--- src/hdl/dqls_pkg.sv ---
// Package with the types, constants and helper functions of the deque core.
`timescale 1ns / 1ps

package dqls_pkg;

  // Store size and the widths that follow from it.
  localparam int DEPTH  = 256;
  localparam int ADDR_W = (DEPTH > 1) ? $clog2(DEPTH) : 1;
  localparam int CNT_W  = $clog2(DEPTH + 1);

  // Field widths of the request and result beats.
  localparam int VAL_W = 32;
  localparam int POS_W = 8;
  localparam int EC_W  = 9;

  // Request codes.
  localparam logic [1:0] REQ_FRONT  = 2'd0;
  localparam logic [1:0] REQ_BACK   = 2'd1;
  localparam logic [1:0] REQ_SEARCH = 2'd2;

  // Status codes.
  localparam logic [1:0] ST_OK   = 2'd0;
  localparam logic [1:0] ST_FULL = 2'd1;
  localparam logic [1:0] ST_MISS = 2'd2;

  typedef struct packed {
    logic [1:0]              req_type;
    logic signed [VAL_W-1:0] value;
  } req_t;

  typedef struct packed {
    logic [1:0]      status;
    logic [POS_W-1:0] position;
    logic [EC_W-1:0]  entry_count;
  } res_t;

  // One write port and one read port of the entry memory.
  typedef struct packed {
    logic              we;
    logic [ADDR_W-1:0] waddr;
    logic [VAL_W-1:0]  wdata;
    logic              re;
    logic [ADDR_W-1:0] raddr;
  } mem_req_t;

  // Slot of the ring that lies off places behind base; both are below DEPTH.
  function automatic logic [ADDR_W-1:0] ring_slot(input logic [ADDR_W-1:0] base,
                                                  input logic [ADDR_W-1:0] off);
    logic [ADDR_W:0] sum;
    sum = {1'b0, base} + {1'b0, off};
    if (sum >= (ADDR_W+1)'(DEPTH)) begin
      sum = sum - (ADDR_W+1)'(DEPTH);
    end
    return sum[ADDR_W-1:0];
  endfunction

  // Position masked to the width of its field.
  function automatic logic [POS_W-1:0] to_pos(input logic [ADDR_W-1:0] idx);
    logic [31:0] wide;
    wide = 32'(idx);
    return wide[POS_W-1:0];
  endfunction

  // Entry count masked to the width of its field.
  function automatic logic [EC_W-1:0] to_cnt(input logic [CNT_W-1:0] cnt);
    logic [31:0] wide;
    wide = 32'(cnt);
    return wide[EC_W-1:0];
  endfunction

endpackage

--- src/hdl/dqls_ctrl.sv ---
// Request controller: ring pointers, insert writes and the search read loop.
`timescale 1ns / 1ps

module dqls_ctrl
  import dqls_pkg::*;
(
  input  logic             clk_i,
  input  logic             rst_ni,
  input  logic             start_i,
  input  req_t             req_i,
  output logic             busy_o,
  output logic             done_o,
  output res_t             res_o,
  output mem_req_t         mem_o,
  input  logic [VAL_W-1:0] rd_data_i
);

  localparam logic S_IDLE = 1'b0;
  localparam logic S_SRCH = 1'b1;

  logic              st_q, st_d;
  logic [ADDR_W-1:0] front_q, front_d;
  logic [CNT_W-1:0]  cnt_q, cnt_d;
  logic [VAL_W-1:0]  key_q, key_d;
  logic [CNT_W-1:0]  iss_q, iss_d;
  logic              pv_q, pv_d;
  logic [ADDR_W-1:0] pidx_q, pidx_d;
  logic              done_q, done_d;
  res_t              res_q, res_d;

  logic              accept;
  logic              is_ins;
  logic              full;
  logic [ADDR_W-1:0] front_dec;
  logic              rd_en;
  logic              hit;
  logic              last;

  assign accept    = start_i && (st_q == S_IDLE);
  assign is_ins    = (req_i.req_type == REQ_FRONT) || (req_i.req_type == REQ_BACK);
  assign full      = (cnt_q == CNT_W'(DEPTH));
  assign front_dec = (front_q == '0) ? ADDR_W'(DEPTH - 1) : front_q - 1'b1;

  // One read per cycle while entries remain to be fetched.
  assign rd_en = (st_q == S_SRCH) && (iss_q != cnt_q);
  assign hit   = pv_q && (rd_data_i == key_q);
  assign last  = pv_q && ((CNT_W'(pidx_q) + CNT_W'(1)) == cnt_q);

  // Memory port drive.
  always_comb begin
    mem_o.we    = accept && is_ins && !full;
    mem_o.waddr = (req_i.req_type == REQ_FRONT) ? front_dec
                                                : ring_slot(front_q, cnt_q[ADDR_W-1:0]);
    mem_o.wdata = req_i.value;
    mem_o.re    = rd_en;
    mem_o.raddr = ring_slot(front_q, iss_q[ADDR_W-1:0]);
  end

  // Next-state logic.
  always_comb begin
    st_d    = st_q;
    front_d = front_q;
    cnt_d   = cnt_q;
    key_d   = key_q;
    iss_d   = iss_q;
    pv_d    = 1'b0;
    pidx_d  = pidx_q;
    done_d  = 1'b0;
    res_d   = res_q;
    unique case (st_q)
      S_IDLE: begin
        if (accept) begin
          res_d.position = '0;
          res_d.status   = ST_OK;
          priority if (is_ins && full) begin
            done_d       = 1'b1;
            res_d.status = ST_FULL;
          end else if (is_ins) begin
            done_d = 1'b1;
            cnt_d  = cnt_q + 1'b1;
            if (req_i.req_type == REQ_FRONT) begin
              front_d = front_dec;
            end
          end else if (req_i.req_type == REQ_SEARCH) begin
            if (cnt_q == '0) begin
              done_d       = 1'b1;
              res_d.status = ST_MISS;
            end else begin
              st_d  = S_SRCH;
              key_d = req_i.value;
              iss_d = '0;
            end
          end else begin
            // Unused request code: nothing changes.
            done_d = 1'b1;
          end
          res_d.entry_count = to_cnt(cnt_d);
        end
      end
      S_SRCH: begin
        if (rd_en) begin
          iss_d = iss_q + 1'b1;
        end
        pidx_d = iss_q[ADDR_W-1:0];
        pv_d   = rd_en;
        if (hit || last) begin
          st_d              = S_IDLE;
          pv_d              = 1'b0;
          done_d            = 1'b1;
          res_d.status      = hit ? ST_OK : ST_MISS;
          res_d.position    = hit ? to_pos(pidx_q) : '0;
          res_d.entry_count = to_cnt(cnt_q);
        end
      end
      default: begin
        st_d = S_IDLE;
      end
    endcase
  end

  // Control registers.
  always_ff @(posedge clk_i or negedge rst_ni) begin
    if (!rst_ni) begin
      st_q    <= S_IDLE;
      front_q <= '0;
      cnt_q   <= '0;
      iss_q   <= '0;
      pv_q    <= 1'b0;
      done_q  <= 1'b0;
    end else begin
      st_q    <= st_d;
      front_q <= front_d;
      cnt_q   <= cnt_d;
      iss_q   <= iss_d;
      pv_q    <= pv_d;
      done_q  <= done_d;
    end
  end

  // Payload registers.
  always_ff @(posedge clk_i) begin
    key_q  <= key_d;
    pidx_q <= pidx_d;
    res_q  <= res_d;
  end

  assign busy_o = (st_q == S_SRCH);
  assign done_o = done_q;
  assign res_o  = res_q;

  // The held count never passes the store size.
  a_cnt_range: assert property (@(posedge clk_i) disable iff (!rst_ni)
    cnt_q <= CNT_W'(DEPTH))
    else $error("held count above store size");

  // A successful insert grows the count by exactly one.
  a_ins_grow: assert property (@(posedge clk_i) disable iff (!rst_ni)
    (accept && is_ins && !full) |=> (cnt_q == $past(cnt_q) + 1'b1))
    else $error("insert did not grow the count by one");

  // A dropped insert reports a full store.
  a_full_cnt: assert property (@(posedge clk_i) disable iff (!rst_ni)
    (done_q && (res_q.status == ST_FULL)) |-> (res_q.entry_count == to_cnt(CNT_W'(DEPTH))))
    else $error("full status with a count below store size");

  // Read data is only tracked during a search.
  a_pv_srch: assert property (@(posedge clk_i) disable iff (!rst_ni)
    pv_q |-> (st_q == S_SRCH))
    else $error("read pipeline active outside a search");

  // A result beat never appears while a search is still running.
  a_done_idle: assert property (@(posedge clk_i) disable iff (!rst_ni)
    done_q |-> (st_q == S_IDLE))
    else $error("result beat while busy");

endmodule

--- config.mk ---
export PLATFORM = sky130hd
export DESIGN_NAME = dqls_ctrl
export DESIGN_NICKNAME = d
export VERILOG_FILES = /design/src/hdl/dqls_pkg.sv /design/src/hdl/dqls_ctrl.sv
export SDC_FILE = /design/constraint.sdc
export NUM_CORES = 1
export LEC_CHECK = 0
export BUFFER_PORTS_ARGS = -buffer_cell sky130_fd_sc_hd__buf_2
export CORE_ASPECT_RATIO = 0.9
export CORE_MARGIN = 1
export CORE_UTILIZATION = 57
export DETAILED_ROUTE_END_ITERATION = 10
export PLACE_DENSITY_LB_ADDON = 0.05
export SLEW_MARGIN = 20
export SYNTH_ARGS = -nofsm -noshare
export SYNTH_HDL_FRONTEND = slang
export SYNTH_SLANG_ARGS = --single-unit
--- constraint.sdc ---
create_clock -name clk_i -period 5.1 [get_ports clk_i]
set_input_delay 1.02 -clock clk_i [delete_from_list [all_inputs] [get_ports clk_i]]
set_output_delay 1.02 -clock clk_i [all_outputs]
set_load 0.05 [all_outputs]
==> results of run 1 <==
-- through the flow --
stage | power (µW) | area [µm²] | setup WS (ps) | utilization
6_report | 3930 | 5950 | 1220 | 0.684
5_1_grt | 4170 | 5950 | 1010 | 0.684
4_1_cts | 3940 | 5950 | 1220 | 0.684
3_5_place_dp | 3390 | 5720 | 1580 | 0.658
3_3_place_gp | 3360 | 5720 | 1590 | 0.658
2_1_floorplan | 2940 | 5160 | 1230 | -
-- flip-flops by register name, summed over array words and instances, names as in the netlist --
name     count
res_o       19
pv_q         1
busy_o       1
done_o       1
front_q      8
cnt_q        9
pidx_q       8
iss_q        9
key_q       32
-- layout make-up --
class / instances / area, µm² / area share
Clock inverter: 7 / 103 / 0.0173
Multi-Input combinational cell: 323 / 2270 / 0.382
Sequential cell: 88 / 2500 / 0.420
Tap cell: 119 / 149 / 0.0250
Clock buffer: 9 / 124 / 0.0208
Inverter: 21 / 78.8 / 0.0133
Timing Repair Buffer: 143 / 726 / 0.122
-- report_power, final --
part	switching [µW]	leakage (µW)	internal, µW
registers	277	0.000915	967
logic	1460	0.00160	682
clock network	259	0.000116	282
-- worst max-delay path by stage --
stage | startpoint | endpoint | slack (ps) | cells past startpoint
finish | cnt_q[0]$_DFFE_PN0P_ | mem_o[47] | 1220 | 10
global placement | rd_data_i[0] | res_o[0]$_DFFE_PP_ | 1590 | 7
global route | cnt_q[1]$_DFFE_PN0P_ | mem_o[47] | 1010 | 9
CTS | cnt_q[0]$_DFFE_PN0P_ | mem_o[47] | 1220 | 10
detailed placement | rd_data_i[0] | res_o[1]$_DFFE_PP_ | 1580 | 7
floorplan | cnt_q[0]$_DFFE_PN0P_ | mem_o[47] | 1230 | 9
-- cells by family after synthesis --
group	synth area share
buffers and inverters	0.0766
multiplexers	0.00388
adder cells (fa/ha/maj)	0.0562
AO/OA/AOI/OAI	0.0863
AND/OR/NAND/NOR	0.159
XOR/XNOR	0.134
flip-flops	0.484
-- layout by cell type, fill, tap and decap left out, types with 3 or more instances in the layout --
| cell | synthesis | routed |
|---|---|---|
| sky130_fd_sc_hd__and3_1 | 12 | 12 |
| sky130_fd_sc_hd__inv_1 | 20 | 20 |
| sky130_fd_sc_hd__a31oi_1 | 10 | 10 |
| sky130_fd_sc_hd__nand3_1 | 15 | 15 |
| sky130_fd_sc_hd__nor4_1 | 5 | 5 |
| sky130_fd_sc_hd__xnor2_1 | 38 | 38 |
| sky130_fd_sc_hd__ha_1 | 20 | 20 |
| sky130_fd_sc_hd__o31ai_1 | 4 | 4 |
| sky130_fd_sc_hd__edfxtp_1 | 59 | 59 |
| sky130_fd_sc_hd__a21oi_1 | 12 | 12 |
| sky130_fd_sc_hd__nand4_1 | 9 | 9 |
| sky130_fd_sc_hd__nor2b_1 | 6 | 6 |
| sky130_fd_sc_hd__or3_1 | 5 | 5 |
| sky130_fd_sc_hd__nor3b_1 | 4 | 4 |
| sky130_fd_sc_hd__buf_4 | 34 | 4 |
| sky130_fd_sc_hd__and2_1 | 3 | 3 |
| sky130_fd_sc_hd__nor2_1 | 40 | 40 |
| sky130_fd_sc_hd__o21a_1 | 3 | 3 |
| sky130_fd_sc_hd__nand2b_1 | 7 | 7 |
| sky130_fd_sc_hd__nand2_1 | 26 | 26 |
| sky130_fd_sc_hd__a21boi_0 | 3 | 3 |
| sky130_fd_sc_hd__xor2_1 | 39 | 39 |
| sky130_fd_sc_hd__nor3_1 | 10 | 10 |
| sky130_fd_sc_hd__clkbuf_8 | 0 | 9 |
| sky130_fd_sc_hd__buf_2 | 4 | 139 |
| sky130_fd_sc_hd__dfrtp_1 | 29 | 29 |
| sky130_fd_sc_hd__o21ai_0 | 16 | 16 |
-- worst max-delay path: stages (launching register included) --
cell and delay, ps:
sky130_fd_sc_hd__dfrtp_1 580, sky130_fd_sc_hd__ha_1 240, sky130_fd_sc_hd__inv_1 60, sky130_fd_sc_hd__fa_1 400, sky130_fd_sc_hd__nor2b_1 120, sky130_fd_sc_hd__o21ai_0 110, sky130_fd_sc_hd__a21boi_0 290, sky130_fd_sc_hd__o21a_1 170
sky130_fd_sc_hd__nor3_1 60, sky130_fd_sc_hd__o31ai_1 180, sky130_fd_sc_hd__buf_2 290
-- per-layer routing --
metal | global-route usage | vias to the layer above | share of wire
met2 | 0.369 | 99 | 0.49
met3 | 0.0434 | 7 | 0.041
met5 | 0 | - | 0
li1 | - | 1880 | -
met1 | 0.316 | 1765 | 0.46
met4 | 0.0619 | 0 | 0.0051
==> Flow_metrics.wiki, run 1 <==
{| class="wikitable"
! Metric !! Value
|-
| Critical Setup Path Class || reg2out
|-
| Number of storage elements in the synthesis netlist || between 80 and 90
|-
| Clock insertion delay at the later pin of the skew report || ~350 ps
|-
| Share of final-layout standard cells stronger than drive strength 1 || 0.284
|-
| Maximum fanout along the worst path || 7
|-
| Origin of the critical flop-to-flop path || cnt_q[1]$_DFFE_PN0P_
|-
| Clock tree from TritonCTS || done
|-
| Fillers || about 730
|-
| Critical path arrival || about 2900 ps
|-
| Post-CTS resize count || 0
|-
| Number of cell instances on the worst register-to-register path || 8
|-
| First-pass GRT wire length || around 16,000 µm
|-
| # placed instances || between 600 and 700
|-
| Number of buffers created by CTS || 9
|-
| Port buffer count || approximately 140
|-
| Crit share post-route || 0.761
|-
| Hold_buf cts || 0
|-
| Hold_ws || 573 ps
|-
| Number of I/O pins || 140
|-
| Hold Crit Class || reg2reg
|-
| Number of flops mapped to enable cells by yosys || just under 60
|-
| Post-synthesis cell area || just over 5000 µm²
|-
| Total via count after detailed routing || 3,751
|-
| Top cells by area in the synthesized netlist || sky130_fd_sc_hd__edfxtp_1 34%, sky130_fd_sc_hd__dfrtp_1 14%, sky130_fd_sc_hd__xor2_1 6.6%
|-
| Largest voltage drop on the vdd net || 0.00129 V
|-
| Register area share after synthesis || 0.484
|-
| Pins Over Slew Limit || 0
|-
| WL/cell || roughly 15 µm
|-
| Highest achievable clock rate || between 200 and 300 MHz
|-
| H-tree levels || 3
|-
| Flop2flop setup slack || 1940 ps
|-
| Mean Syn Cell Area || between 10 and 15 µm²
|-
| Predominant post-synthesis flop cell || sky130_fd_sc_hd__edfxtp_1
|-
| Worst Hold End || iss_q[8]$_DFFE_PN0P_
|-
| Worst Setup End Kind || output port
|-
| End of the worst register-to-register path || key_q[25]$_DFFE_PP_
|-
| Cell variety after synth || 57
|-
| # DRC || 0
|-
| Source of the worst hold timing path || iss_q[8]$_DFFE_PN0P_
|-
| Number of nets in the final layout || 677
|-
| Maximum number of pins on one net before global-route repair || 30
|-
| Detailed placer's ending HPWL || roughly 7800 µm
|-
| Most repeated cell in the gate-level netlist after synthesis || sky130_fd_sc_hd__edfxtp_1
|-
| Clock-pin slew on the worst setup and hold paths || about 100 ps
|-
| Number of synthesis warnings || 0
|-
| Placement Rows || 32
|-
| Final total negative setup slack || 0 ps
|-
| Clock Skews || approximately 11 ps
|-
| Worst-Margin Slew || about 1000 ps
|-
| Final GP Congestion || 0.807
|-
| Unrepaired setup endpoints after global routing || no
|-
| Per-cell via count in the routed design || 5.28
|-
| CTS Buffer Depth || 2
|-
| Max-capacitance violation count || 0
|-
| Mapped Nets || 570
|-
| Worst relative slew slack || 0.312
|-
| Number of global-route vias before repair || 3,520
|-
| Run status || complete, no violations
|-
| Total congestion overflow || 0
|-
| Total routing usage reported by global routing || 0.229
|-
| Finished Layout Cells || just over 700
|-
| Chip Width || ~100 µm
|-
| Post-synth ARST share || 0.330
|-
| Number of antenna violations at the first check in global routing || 0
|-
| Starting DRT DRC Count || 118
|-
| Leading cell types by count after synthesis || 59 x sky130_fd_sc_hd__edfxtp_1, 40 x sky130_fd_sc_hd__nor2_1, 39 x sky130_fd_sc_hd__xor2_1, 38 x sky130_fd_sc_hd__xnor2_1, 34 x sky130_fd_sc_hd__buf_4
|-
| Number of clock sinks || between 80 and 90
|-
| Instance count along the most critical hold path || 2
|-
| Final critical path time including I/O delays and setup || 3880 ps
|-
| Die height || between 90 and 100 µm
|-
| P_leak || 0.00263 µW
|-
| Total power density per cell area || roughly 660 nW/µm²
|-
| Worst Setup Start Kind || flip-flop
|-
| Total wire length || around 10,000 µm
|-
| Number of cells produced by synthesis || roughly 480
|-
| Setup fix buffers added after clock tree synthesis || 0
|-
| Area fraction of the dominant cell type after synthesis || 0.343
|-
| Final antenna diode count || 0
|-
| Initial core utilization || 0.594
|-
| CORE AREA || just under 9000 µm²
|-
| Area Growth Syn to Fin || 15.2%
|-
| Area of the die || roughly 9400 µm²
|-
| Routed Antenna Nets || 0
|-
| Hold violation total from the final report || 0
|-
| Library cell occupying the most area in the post-synthesis netlist || sky130_fd_sc_hd__edfxtp_1
|-
| Required time worst endpoint || between 4000 and 5000 ps
|-
| # setup viols final || 0
|-
| Library cell used as clock root buffer || sky130_fd_sc_hd__clkbuf_8
|-
| DRT Pass-1 Iters || 4
|}
(Power assumes the default switching activity.)
==> run 2, diff against run 1 <==
CORE_UTILIZATION = 53   (was 57)
clock period = 3.8 ns   (was 5.1 ns; I/O delays follow)
==> Flow_metrics.wiki, run 2 (synthesis results as in run 1) <==
{| class="wikitable"
! Metric !! Value
|-
| Final critical path time including I/O delays and setup || 3490 ps
|-
| Per-cell via count in the routed design || 5.35 (+1.4%)
|-
| Total via count after detailed routing || 3,834 (+2.2%)
|-
| Post-CTS resize count || 0 (unchanged)
|-
| Slowest stage cell on the critical path || sky130_fd_sc_hd__dfrtp_1
|-
| Chip Width || 106 µm (+3.6%)
|-
| CTS Buffer Depth || 2 (unchanged)
|-
| # placed instances || 700 (+0.86%)
|-
| DRT Pass-1 Iters || 5 (+1)
|-
| Number of antenna violations at the first check in global routing || 0 (unchanged)
|-
| Final total negative setup slack || 0 ps (unchanged)
|-
| First-pass GRT wire length || 16,700 µm (+1.4%)
|-
| Number of I/O pins || 140 (unchanged)
|-
| Total congestion overflow || 0 (unchanged)
|-
| P_leak || 0.00262 µW (-0.23%)
|-
| Pins Over Slew Limit || 0 (unchanged)
|-
| Origin of the critical flop-to-flop path || pidx_q[0]$_DFFE_PP_
|-
| Placement Rows || 33 (+3.1%)
|-
| Number of cell instances on the worst register-to-register path || 8 (unchanged)
|-
| Worst setup slack before clock tree synthesis || 683 ps (-893 ps)
|-
| Area of the die || 10,100 µm² (+7.4%)
|-
| Critical Setup Path Class || reg2out
|-
| Share of final-layout standard cells stronger than drive strength 1 || 0.285 (about the same)
|-
| End of the worst register-to-register path || res_o[0]$_DFFE_PP_
|-
| Number of clock sinks || 88 (unchanged)
|-
| Clock-pin slew on the worst setup and hold paths || 90 ps (about the same)
|-
| Port buffer count || 139 (unchanged)
|-
| # DRC || 0 (unchanged)
|-
| Highest achievable clock rate || around 290 MHz
|-
| Power consumption || 5240 µW (+33%)
|-
| Number of global-route vias before repair || 3,454 (-1.9%)
|-
| Worst Setup End Kind || output port
|-
| Starting DRT DRC Count || 139 (+18%)
|-
| Clock insertion delay at the later pin of the skew report || 350 ps (about the same)
|-
| Total routing usage reported by global routing || 0.215 (-0.0142)
|-
| Crit-path cells || ha_1, inv_1, fa_1, nor2b_1, o21ai_0, a21boi_0, o21a_1, nor3_1, o31ai_1, buf_2
|-
| Largest register FFs || 32 (unchanged)
|-
| Required time worst endpoint || 3040 ps (-1040 ps)
|-
| Unrepaired setup endpoints after global routing || no
|-
| Maximum fanout along the worst path || 7 (unchanged)
|-
| Post-route worst setup slack || 308 ps (-911 ps)
|-
| Hold Crit Class || in2async
|-
| Total wire length || 10,800 µm (+4.9%)
|-
| Area Growth Syn to Fin || 15.1% (about the same)
|-
| Initial core utilization || 0.556 (-0.0385)
|-
| Library cell used as clock root buffer || sky130_fd_sc_hd__clkbuf_8
|-
| Crit share post-route || 0.919
|-
| WL/cell || 15.1 µm (+4.0%)
|-
| Crit. Startpoint || cnt_q[0]$_DFFE_PN0P_
|-
| Final antenna diode count || 0 (unchanged)
|-
| Final GP Congestion || 0.885 (+9.7%)
|-
| Number of buffers created by CTS || 9 (unchanged)
|-
| Final Instance Area || 5940 µm² (about the same)
|-
| # setup viols final || 0 (unchanged)
|-
| Register name with the most flops || key_q
|-
| Routed Antenna Nets || 0 (unchanged)
|-
| Hold violation total from the final report || 0 (unchanged)
|-
| Total power density per cell area || 883 nW/µm² (+34%)
|-
| Max-capacitance violation count || 0 (unchanged)
|-
| Clock Skews || 12.7 ps (+1.26 ps)
|-
| Critical path arrival || 2730 ps (-130 ps)
|-
| Worst-Margin Slew || 692 ps (-340 ps)
|-
| Flop2flop setup slack || 1130 ps (-810 ps)
|-
| H-tree levels || 3 (unchanged)
|-
| Fillers || 804 (+9.7%)
|-
| Die height || 95.6 µm (+3.6%)
|-
| Number of nets in the final layout || 680 (+0.44%)
|-
| Clock tree from TritonCTS || done
|-
| Run status || complete, no violations
|-
| Commonest non-fill, non-tap cells in the layout || 139 x sky130_fd_sc_hd__buf_2, 59 x sky130_fd_sc_hd__edfxtp_1, 40 x sky130_fd_sc_hd__nor2_1, 39 x sky130_fd_sc_hd__xor2_1, 38 x sky130_fd_sc_hd__xnor2_1
|-
| Finished Layout Cells || 716 (+0.85%)
|-
| CORE AREA || 9290 µm² (+6.9%)
|-
| Most common cell after layout, fill and taps aside || sky130_fd_sc_hd__buf_2
|-
| Slowest cell delay on critical path || 510 ps (-70 ps)
|-
| Worst Setup Start Kind || flip-flop
|-
| Worst relative slew slack || 0.539 (+0.227)
|-
| Maximum number of pins on one net before global-route repair || 39 (+30%)
|-
| Detailed placer's ending HPWL || 8220 µm (+6.0%)
|-
| Setup fix buffers added after clock tree synthesis || 0 (unchanged)
|-
| Largest voltage drop on the vdd net || 0.00156 V (+21%)
|-
| Hold_buf cts || 0 (unchanged)
|-
| Post-DP Area || 5750 µm² (+0.46%)
|}
run 2: worst max-delay path, delay by kind of cell, from the launching register on:
family,cells,cell delay (ps)
adders and majority gates,2,610
AOI/OAI and AO/OA,4,750
DFF,1,510
and+or+nand+nor,2,170
buffers and inverters,2,340
run 2: metal layers:
| layer | vias up | global-route usage | share of wire |
|---|---|---|---|
| met2 | 137 | 0.353 | 0.48 |
| met1 | 1794 | 0.292 | 0.45 |
| met4 | 0 | 0.0556 | 0.012 |
| li1 | 1885 | - | - |
| met3 | 18 | 0.0431 | 0.053 |
| met5 | - | 0 | 0 |
run 2: worst max-delay path by stage:
stage / slack [ps] / endpoint / cells past startpoint
after floorplan: 190 / mem_o[47] / 9
after global placement: 780 / mem_o[6] / 10
after detailed placement: 680 / mem_o[47] / 10
after CTS: 290 / mem_o[47] / 10
after global routing: 80 / mem_o[47] / 10
final: 310 / mem_o[47] / 10
run 2: layout make-up:
class	count	area, µm²	share of cell area
Clock buffer	10	128	0.0215
Clock inverter	6	67.6	0.0114
Inverter	21	78.8	0.0133
Multi-Input combinational cell	323	2270	0.382
Sequential cell	88	2500	0.420
Tap cell	122	153	0.0257
Timing Repair Buffer	146	748	0.126
run 2: where the power goes:
group	switching (µW)	internal (µW)	total (µW)	leakage (µW)
Clock	340	307	647	0.0000945
Combinational	1990	936	2930	0.00161
Sequential	373	1300	1670	0.000915
run 2: through the flow:
stage                     utilization  hold slack, ps
after CTS                       0.640             466
after detailed placement        0.619             576
after global placement          0.619             549
after floorplan                     -             464
final                           0.640             435
after global routing            0.640             491
